==> src/hdl/seven_segment_display_controller_top_defines.svh <==
// Assertion macros for the display controller.
`ifndef SEVEN_SEGMENT_DISPLAY_CONTROLLER_TOP_DEFINES_SVH
`define SEVEN_SEGMENT_DISPLAY_CONTROLLER_TOP_DEFINES_SVH

// Checked on every rising edge of clk, off while reset is asserted.
`define SSD_ASSERT(label, prop, msg) \
	label: assert property (@(posedge clk) disable iff (!arst_n) prop) else $error(msg);

// Checked on every rising edge of clk, reset included.
`define SSD_ASSERT_ALWAYS(label, prop, msg) \
	label: assert property (@(posedge clk) prop) else $error(msg);

`endif

==> src/hdl/ssd_pkg.sv <==
`timescale 1ns / 1ps

package ssd_pkg;

	localparam int NUM_DIGITS = 4;
	localparam int SCAN_W     = (NUM_DIGITS > 1) ? $clog2(NUM_DIGITS) : 1;
	localparam int MAG_W      = 17;
	localparam int BCD_DIGITS = (NUM_DIGITS > 6) ? NUM_DIGITS : 6;
	localparam int BCD_W      = 4 * BCD_DIGITS;
	localparam int CNT_W      = $clog2(MAG_W + 1);
	localparam int EXT_W      = 4 * NUM_DIGITS + MAG_W;

	localparam logic [7:0] CHAR_SPACE = 8'h20;
	localparam logic [7:0] CHAR_MINUS = 8'h2D;
	localparam logic [7:0] CHAR_ZERO  = 8'h30;
	localparam logic [7:0] CHAR_UA    = 8'h41;
	localparam logic [6:0] SEG_MINUS  = 7'h40;

	typedef enum logic [2:0] {
		CMD_TICK    = 3'd0,
		CMD_DECIMAL = 3'd1,
		CMD_HEX     = 3'd2,
		CMD_CHARS   = 3'd3,
		CMD_BINARY  = 3'd4,
		CMD_DIGIT   = 3'd5
	} cmd_t;

	typedef enum logic {
		ST_IDLE,
		ST_CONV
	} state_t;

	typedef struct packed {
		logic             done;
		logic [BCD_W-1:0] digits;
	} bcd_status_t;

	function automatic logic [6:0] hex_glyph(input logic [3:0] v);
		logic [6:0] g;
		case (v)
			4'h0: g = 7'h3F;
			4'h1: g = 7'h06;
			4'h2: g = 7'h5B;
			4'h3: g = 7'h4F;
			4'h4: g = 7'h66;
			4'h5: g = 7'h6D;
			4'h6: g = 7'h7D;
			4'h7: g = 7'h07;
			4'h8: g = 7'h7F;
			4'h9: g = 7'h6F;
			4'hA: g = 7'h77;
			4'hB: g = 7'h7C;
			4'hC: g = 7'h39;
			4'hD: g = 7'h5E;
			4'hE: g = 7'h79;
			4'hF: g = 7'h71;
			default: g = 7'h00;
		endcase
		return g;
	endfunction

	function automatic logic [7:0] hex_char(input logic [3:0] v);
		logic [7:0] c;
		if (v < 4'd10) begin
			c = CHAR_ZERO + {4'h0, v};
		end else begin
			c = CHAR_UA + {4'h0, v - 4'd10};
		end
		return c;
	endfunction

	function automatic logic [6:0] glyph_of(input logic [7:0] c);
		logic [6:0] g;
		if (c >= 8'h30 && c <= 8'h39) begin
			g = hex_glyph(c[3:0]);
		end else if ((c >= 8'h41 && c <= 8'h46) || (c >= 8'h61 && c <= 8'h66)) begin
			g = hex_glyph(c[3:0] + 4'd9);
		end else if (c == CHAR_MINUS) begin
			g = SEG_MINUS;
		end else begin
			g = 7'h00;
		end
		return g;
	endfunction

endpackage

==> src/hdl/ssd_bcd.sv <==
`timescale 1ns / 1ps

module ssd_bcd (
	input  logic                       clk,
	input  logic                       arst_n,
	input  logic                       start,
	input  logic [ssd_pkg::MAG_W-1:0]  value,
	output ssd_pkg::bcd_status_t       status
);
	import ssd_pkg::*;

	logic [MAG_W-1:0] bin_q;
	logic [BCD_W-1:0] bcd_q;
	logic [BCD_W-1:0] adj;
	logic [CNT_W-1:0] cnt_q;
	logic             run_q;
	logic             done_q;

	// add-3 correction ahead of each shift
	always_comb begin
		adj = bcd_q;
		for (int d = 0; d < BCD_DIGITS; d++) begin
			if (bcd_q[4*d +: 4] >= 4'd5) begin
				adj[4*d +: 4] = bcd_q[4*d +: 4] + 4'd3;
			end
		end
	end

	always_ff @(posedge clk or negedge arst_n) begin
		if (!arst_n) begin
			cnt_q  <= '0;
			run_q  <= 1'b0;
			done_q <= 1'b0;
		end else begin
			done_q <= run_q && (cnt_q == CNT_W'(1));
			if (start) begin
				cnt_q <= CNT_W'(MAG_W);
				run_q <= 1'b1;
			end else if (run_q) begin
				cnt_q <= cnt_q - CNT_W'(1);
				run_q <= (cnt_q != CNT_W'(1));
			end
		end
	end

	always_ff @(posedge clk) begin
		if (start) begin
			bin_q <= value;
			bcd_q <= '0;
		end else if (run_q) begin
			bin_q <= {bin_q[MAG_W-2:0], 1'b0};
			bcd_q <= {adj[BCD_W-2:0], bin_q[MAG_W-1]};
		end
	end

	assign status.done   = done_q;
	assign status.digits = bcd_q;

endmodule

==> src/hdl/seven_segment_display_controller_top.sv <==
`timescale 1ns / 1ps
// Channel   | Handshake                 | Fields
// ----------+---------------------------+----------------------------------------------
// command   | start && !busy            | command, number, point_position,
//           |                           | digit_position, char_first .. char_fourth
// result    | strobe (one cycle)        | segments, digit_enables
//
// Set decimal keeps busy high after its accept, through 17 shift-and-correct steps of
// the binary-to-BCD unit and the digit load.
// All other commands leave busy low; a tick's result shows on the next cycle.
// arst_n clears the display to spaces, points and binary mode off, scan at 0.
// Results cannot be held off; each is valid only while strobe is high.
`include "seven_segment_display_controller_top_defines.svh"

module seven_segment_display_controller_top (
	input  logic               clk,
	input  logic               arst_n,
	input  logic               start,
	output logic               busy,
	input  logic [2:0]         command,
	input  logic signed [16:0] number,
	input  logic [3:0]         point_position,
	input  logic [2:0]         digit_position,
	input  logic [7:0]         char_first,
	input  logic [7:0]         char_second,
	input  logic [7:0]         char_third,
	input  logic [7:0]         char_fourth,
	output logic               strobe,
	output logic [7:0]         segments,
	output logic [3:0]         digit_enables
);
	import ssd_pkg::*;

	state_t            state_q;
	state_t            state_d;
	cmd_t              cmd;
	logic              accept;
	logic              bcd_start;
	logic              load_digits;
	bcd_status_t       bcd_status;

	logic [7:0]        digit_chars_q [NUM_DIGITS];
	logic [NUM_DIGITS-1:0] point_q;
	logic              binary_q;
	logic [7:0]        binary_byte_q;
	logic [SCAN_W-1:0] scan_q;
	logic              neg_q;

	logic              strobe_q;
	logic [7:0]        segments_q;
	logic [3:0]        enables_q;

	logic [MAG_W-1:0]  mag;
	logic [EXT_W-1:0]  num_ext;
	logic [NUM_DIGITS-1:0] point_d;
	logic [BCD_DIGITS-1:0] nz;
	logic [7:0]        dec_chars [NUM_DIGITS];
	logic [7:0]        chars_in [4];
	logic [3:0]        tick_en;

	assign cmd     = cmd_t'(command);
	assign accept  = start && !busy;
	assign mag     = number[16] ? (~number + 17'd1) : number;
	assign num_ext = {{(EXT_W-MAG_W){number[16]}}, number};
	assign chars_in[0] = char_first;
	assign chars_in[1] = char_second;
	assign chars_in[2] = char_third;
	assign chars_in[3] = char_fourth;

	ssd_bcd u_bcd (
		.clk    (clk),
		.arst_n (arst_n),
		.start  (bcd_start),
		.value  (mag),
		.status (bcd_status)
	);

	always_comb begin
		state_d = state_q;
		case (state_q)
			ST_IDLE: begin
				if (accept && cmd == CMD_DECIMAL) state_d = ST_CONV;
			end
			ST_CONV: begin
				if (bcd_status.done) state_d = ST_IDLE;
			end
			default: state_d = ST_IDLE;
		endcase
	end

	always_comb begin
		busy        = 1'b0;
		bcd_start   = 1'b0;
		load_digits = 1'b0;
		case (state_q)
			ST_IDLE: begin
				bcd_start = accept && cmd == CMD_DECIMAL;
			end
			ST_CONV: begin
				busy        = 1'b1;
				load_digits = bcd_status.done;
			end
			default: ;
		endcase
	end

	always_comb begin
		for (int j = 0; j < NUM_DIGITS; j++) begin
			point_d[j] = (int'(point_position) == j + 1);
		end
	end

	// nonzero at or above each decimal place
	always_comb begin
		nz = '0;
		for (int k = BCD_DIGITS - 1; k >= 0; k--) begin
			if (k == BCD_DIGITS - 1) begin
				nz[k] = |bcd_status.digits[4*k +: 4];
			end else begin
				nz[k] = nz[k+1] | (|bcd_status.digits[4*k +: 4]);
			end
		end
	end

	always_comb begin
		for (int i = 0; i < NUM_DIGITS; i++) begin
			if (i == NUM_DIGITS - 1 || nz[NUM_DIGITS-1-i]) begin
				dec_chars[i] = CHAR_ZERO + {4'h0, bcd_status.digits[4*(NUM_DIGITS-1-i) +: 4]};
			end else if (i == 0 && neg_q) begin
				dec_chars[i] = CHAR_MINUS;
			end else begin
				dec_chars[i] = CHAR_SPACE;
			end
		end
	end

	always_comb begin
		for (int b = 0; b < 4; b++) begin
			tick_en[b] = (int'(scan_q) != b);
		end
	end

	always_ff @(posedge clk or negedge arst_n) begin
		if (!arst_n) begin
			state_q       <= ST_IDLE;
			point_q       <= '0;
			binary_q      <= 1'b0;
			binary_byte_q <= '0;
			scan_q        <= '0;
			strobe_q      <= 1'b0;
			for (int i = 0; i < NUM_DIGITS; i++) begin
				digit_chars_q[i] <= CHAR_SPACE;
			end
		end else begin
			state_q  <= state_d;
			strobe_q <= accept && cmd == CMD_TICK;
			if (load_digits) begin
				for (int i = 0; i < NUM_DIGITS; i++) begin
					digit_chars_q[i] <= dec_chars[i];
				end
			end else if (accept) begin
				case (cmd)
					CMD_TICK: begin
						if (!binary_q) begin
							scan_q <= (scan_q == SCAN_W'(NUM_DIGITS - 1)) ? '0
							          : scan_q + SCAN_W'(1);
						end
					end
					CMD_DECIMAL: begin
						binary_q <= 1'b0;
						point_q  <= point_d;
					end
					CMD_HEX: begin
						binary_q <= 1'b0;
						point_q  <= '0;
						for (int i = 0; i < NUM_DIGITS; i++) begin
							digit_chars_q[i] <= hex_char(num_ext[4*(NUM_DIGITS-1-i) +: 4]);
						end
					end
					CMD_CHARS: begin
						binary_q <= 1'b0;
						point_q  <= '0;
						for (int i = 0; i < NUM_DIGITS; i++) begin
							digit_chars_q[i] <= (i < 4) ? chars_in[i] : CHAR_SPACE;
						end
					end
					CMD_BINARY: begin
						binary_q      <= 1'b1;
						binary_byte_q <= number[7:0];
					end
					CMD_DIGIT: begin
						binary_q <= 1'b0;
						point_q  <= point_d;
						for (int i = 0; i < NUM_DIGITS; i++) begin
							if (int'(digit_position) == i + 1) begin
								if (!number[16] && number[15:0] <= 16'd15) begin
									digit_chars_q[i] <= hex_char(number[3:0]);
								end else if (!number[16] && number[15:0] == 16'(CHAR_MINUS)) begin
									digit_chars_q[i] <= CHAR_MINUS;
								end
							end
						end
					end
					default: ;
				endcase
			end
		end
	end

	always_ff @(posedge clk) begin
		if (bcd_start) begin
			neg_q <= number[16];
		end
		if (accept && cmd == CMD_TICK) begin
			if (binary_q) begin
				segments_q <= binary_byte_q;
				enables_q  <= 4'hF;
			end else begin
				segments_q <= {point_q[scan_q], glyph_of(digit_chars_q[scan_q])};
				enables_q  <= tick_en;
			end
		end
	end

	assign strobe        = strobe_q;
	assign segments      = segments_q;
	assign digit_enables = enables_q;

	`SSD_ASSERT(a_strobe_from_tick, strobe |-> $past(start && !busy && command == CMD_TICK), "result without tick")
	`SSD_ASSERT(a_busy_from_decimal, $rose(busy) |-> $past(start && command == CMD_DECIMAL), "busy without decimal")
	`SSD_ASSERT(a_one_digit_on, (strobe && digit_enables != 4'hF) |-> $onehot(~digit_enables), "multiple digits on")
	`SSD_ASSERT_ALWAYS(a_no_strobe_busy, !(strobe && busy), "result during conversion")

endmodule
==> config.mk <==
export PLATFORM = sky130hd
export DESIGN_NAME = seven_segment_display_controller_top
export DESIGN_NICKNAME = d
export VERILOG_FILES = /design/src/hdl/ssd_pkg.sv /design/src/hdl/ssd_bcd.sv /design/src/hdl/seven_segment_display_controller_top.sv
export VERILOG_INCLUDE_DIRS = /design/src /design/src/hdl
export SDC_FILE = /design/constraint.sdc
export NUM_CORES = 1
export LEC_CHECK = 0
export ABC_AREA = 1
export BUFFER_PORTS_ARGS = -buffer_cell sky130_fd_sc_hd__buf_2
export CORE_AREA = 3 3 137 139
export DETAILED_ROUTE_END_ITERATION = 12
export DIE_AREA = 0 0 140 142
export GPL_ROUTABILITY_DRIVEN = 1
export REMOVE_ABC_BUFFERS = 1
export SYNTH_ARGS = -nofsm -noshare
export SYNTH_HDL_FRONTEND = slang
export SYNTH_SLANG_ARGS = --single-unit
==> constraint.sdc <==
create_clock -name clk -period 2.75 [get_ports clk]
set_input_delay 0.1375 -clock clk [delete_from_list [all_inputs] [get_ports clk]]
set_output_delay 0.1375 -clock clk [all_outputs]
set_load 0.005 [all_outputs]
==> flow_summary.json <==
{
  "run_status": "completed",
  "crit_buf_inv": 2,
  "nNetsFinal": 1259,
  "fp.dieW_um": 140,
  "hold_viol_final": 0,
  "row_count": 49,
  "synth.distinct_cells": 45,
  "place_area_mm2": 0.008284,
  "setup_violations": 0,
  "critPathLaunchType": "flop",
  "dr.pass1.iters": 5,
  "start_util_pct": 43.13,
  "drtIter0Drc": 481,
  "fin_area_mm2": 0.008569,
  "cp_data_required_time_ns": 2.87,
  "cts_root_buf": "clkbuf_16",
  "power-per-cell-area_mw_per_mm2": 917.8,
  "skew_ns": 0.01127,
  "worstSetupPathType": "flop to flop",
  "place.gp.congestion": 0.9449,
  "hpwlAfterDp_um": 16880,
  "wl_per_cell_um": 15.82,
  "fin_tns_setup_ns": 0,
  "clk_latency_ns": 0.36,
  "synth_flop_cell": "dfrtp_1",
  "p_switching_uw": 3503,
  "maxSlewHeadroom_pct": 49.12,
  "irDropWorstVdd_mv": 0.6006,
  "portBuffers": 75,
  "p_clk_share_pct": 15.8,
  "antenna_found_initial": 0,
  "cts_tree": "yes",
  "n_fill_cell": 1849,
  "slowest_stage": "dfrtp_1",
  "synth_edf_count": 30,
  "synth_async_sr_flop_share_pct": 50.91,
  "cts-resized-gates": 0,
  "grt_pass1_wl_um": 35760,
  "cts.sinks": 110,
  "cpMostUsedCell": "nand2_1",
  "ant_nets": 0,
  "cp-end-kind": "flop",
  "grt_max_degree": 57,
  "die_area_mm2": 0.01988,
  "crit_chain": "inv_2 -> nand2_1 -> nand3_1 -> nand2_1 -> inv_1 -> ha_1 -> ha_1 -> o21ai_0 -> nand3_1 -> nand2_1 -> nand2_1 -> nand2_1 -> nand2_1",
  "grt-ovfl-total": 0,
  "yosys_warnings": 0,
  "cp.arrival_ns": 2.50,
  "p_leak_uw": 0.004323,
  "post_cts_buffers": 0,
  "cts.path.max_buffers": 2,
  "drive_gt1_share_pct": 12.08,
  "mostFrequentLayoutCell": "nand2_1",
  "slew_viol_final": 0,
  "max_freq_mhz": 419.6,
  "track_usage_pct": 22.46,
  "path_clk_slew_ns": 0.08,
  "power_uw": 7865,
  "crit_family": "simple AND/OR/NAND/NOR gates",
  "final_cell_mix": "379 x nand2_1, 106 x inv_1, 81 x nor2_1, 75 x buf_2, 68 x o21ai_0",
  "ys_seq_elements": 110,
  "tightest_slew_ns": 0.7632,
  "drcViolationCount": 0,
  "rsz0062_at_grt": "false",
  "pwr-share-seq_pct": 36.1,
  "drt_wl_total_um": 21830,
  "crit_cells": 13,
  "slowest_delay_ns": 0.43,
  "core-area_mm2": 0.01778,
  "h-tree-depth": 3,
  "drv_cap": 0,
  "ys_seq_area_share_pct": 36.35,
  "grt_pass1_vias": 6917,
  "die_y_um": 142,
  "intPower_uw": 4361,
  "diodes": 0,
  "reg2reg_depth": 13,
  "io_pins": 76,
  "post-route-min-period_ns": 2.383,
  "synth_area_mm2": 0.007669,
  "min_period_over_period_pct": 86.66,
  "num_vias": 7139,
  "switching_share_pct": 44.55,
  "postSynthAreaPerCell_um2": 7.134,
  "area.growth.synth_to_final_pct": 11.75,
  "min_path_type": "input pin to flop",
  "numCtsBuffers": 9,
  "synthCells": 1075,
  "pwr-share-comb_pct": 48.1,
  "path_max_fanout": 23,
  "holdPathStages": 3,
  "detail_route.vias_per_cell": 5.173
}
## worst register-to-register path, delay by kind of cell (launching register included)
family / cells / cell delay [ns]
adder cells (fa/ha/maj): 2 / 0.46
flip-flops: 1 / 0.43
buffers and inverters: 2 / 0.47
AND/OR/NAND/NOR: 8 / 0.63
AO/OA/AOI/OAI: 1 / 0.18
## power by group through the flow
stage	logic, µW	clock network, µW	registers [µW]
2_1_floorplan	2710	0	2750
3_3_place_gp	3770	0	2860
3_5_place_dp	3770	0	2860
4_1_cts	3800	1280	2840
5_1_grt	4390	1340	2910
6_report	3780	1240	2840
## area by class of cell
| class | count | area, µm² | share of cell area [%] |
|---|---|---|---|
| well taps | 229 | 286.5 | 3.344 |
| inverters | 112 | 425.4 | 4.964 |
| multi-input cells | 822 | 4279 | 49.93 |
| clock inverters | 5 | 32.53 | 0.3796 |
| clock buffers | 11 | 232.7 | 2.716 |
| flip-flops and latches | 110 | 2788 | 32.53 |
| repair buffers | 91 | 525.5 | 6.132 |
## worst paths after layout
kind / start / to / slack (ns)
worst min register to register: u_bcd.bin_q[16]$_DFFE_PP_ / u_bcd.bcd_q[0]$_SDFFE_PP0P_ / 0.46
worst min-delay path: char_first[7] / digit_chars_q[31]$_DFFE_PN0P_ / 0.04
worst max register to register: scan_q[0]$_DFFE_PN0P_ / segments[3]$_DFFE_PP_ / 0.37
min in group asynchronous: arst_n / state_q$_DFF_PN0_ / 0.45
worst max-delay path: scan_q[0]$_DFFE_PN0P_ / segments[3]$_DFFE_PP_ / 0.37
max in group asynchronous: arst_n / binary_byte_q[4]$_DFFE_PN0P_ / 1.77
## flip-flops by register name, indices dropped and copies added, names as in the netlist, 2 cells and up
name,flops
binary_byte_q,8
digit_chars_q,32
digit_enables,4
point_q,4
scan_q,2
segments,8
u_bcd.bcd_q,24
u_bcd.bin_q,17
u_bcd.cnt_q,5
## cells in the mapped netlist, types with 5 or more instances
cell	n	area (µm²)
a21oi_1	55	275.3
inv_1	106	397.9
nor2_1	81	304.0
nand3_1	64	320.3
nand2_4	5	56.30
edfxtp_1	30	900.9
buf_6	5	56.30
dfrtp_1	52	1301
o211ai_1	7	52.55
xor2_1	25	219.0
a22oi_1	5	37.54
nand2_2	10	62.56
nor2_4	8	90.09
o22ai_1	8	50.05
ha_1	51	638.1
clkbuf_1	10	37.54
nand4_1	7	43.79
buf_2	12	60.06
a32oi_1	5	43.79
dfxtp_1	24	480.5
nand2_1	379	1423
a31oi_1	7	43.79
o21ai_0	68	340.3
## metal layers
layer,GRT usage (%),up-vias,part of all wire [%]
met4,7.394,0,2.5
li1,-,3624,-
met1,30.50,3278,46
met3,3.965,46,5.4
met5,0,-,0
met2,36.64,191,46
## stage by stage
stage	hold slack [ns]	util, %	instances	worst slack [ns]
CTS	0.03037	48.20	1380	0.3560
global route	0.03732	48.20	1380	0.03761
detailed placement	0.3327	46.59	1362	0.3633
floorplan	-0.1581	-	1044	0.02795
finish	0.03733	48.20	1380	0.3669
global placement	0.3184	46.59	1362	0.3839
## cell families after synthesis
logic type	share of synthesized area (%)
compound gates	13.23
xor+xnor	3.084
fa+ha+maj	8.321
buf+inv	7.848
flops	36.35
simple gates	31.16
## what timing repair did
action                                  CTS  global route
hold buffers                              2             0
endpoints found under the setup margin    0             0
endpoints found under the hold margin    53             0
No activity file was read; power rests on OpenSTA's default activity.
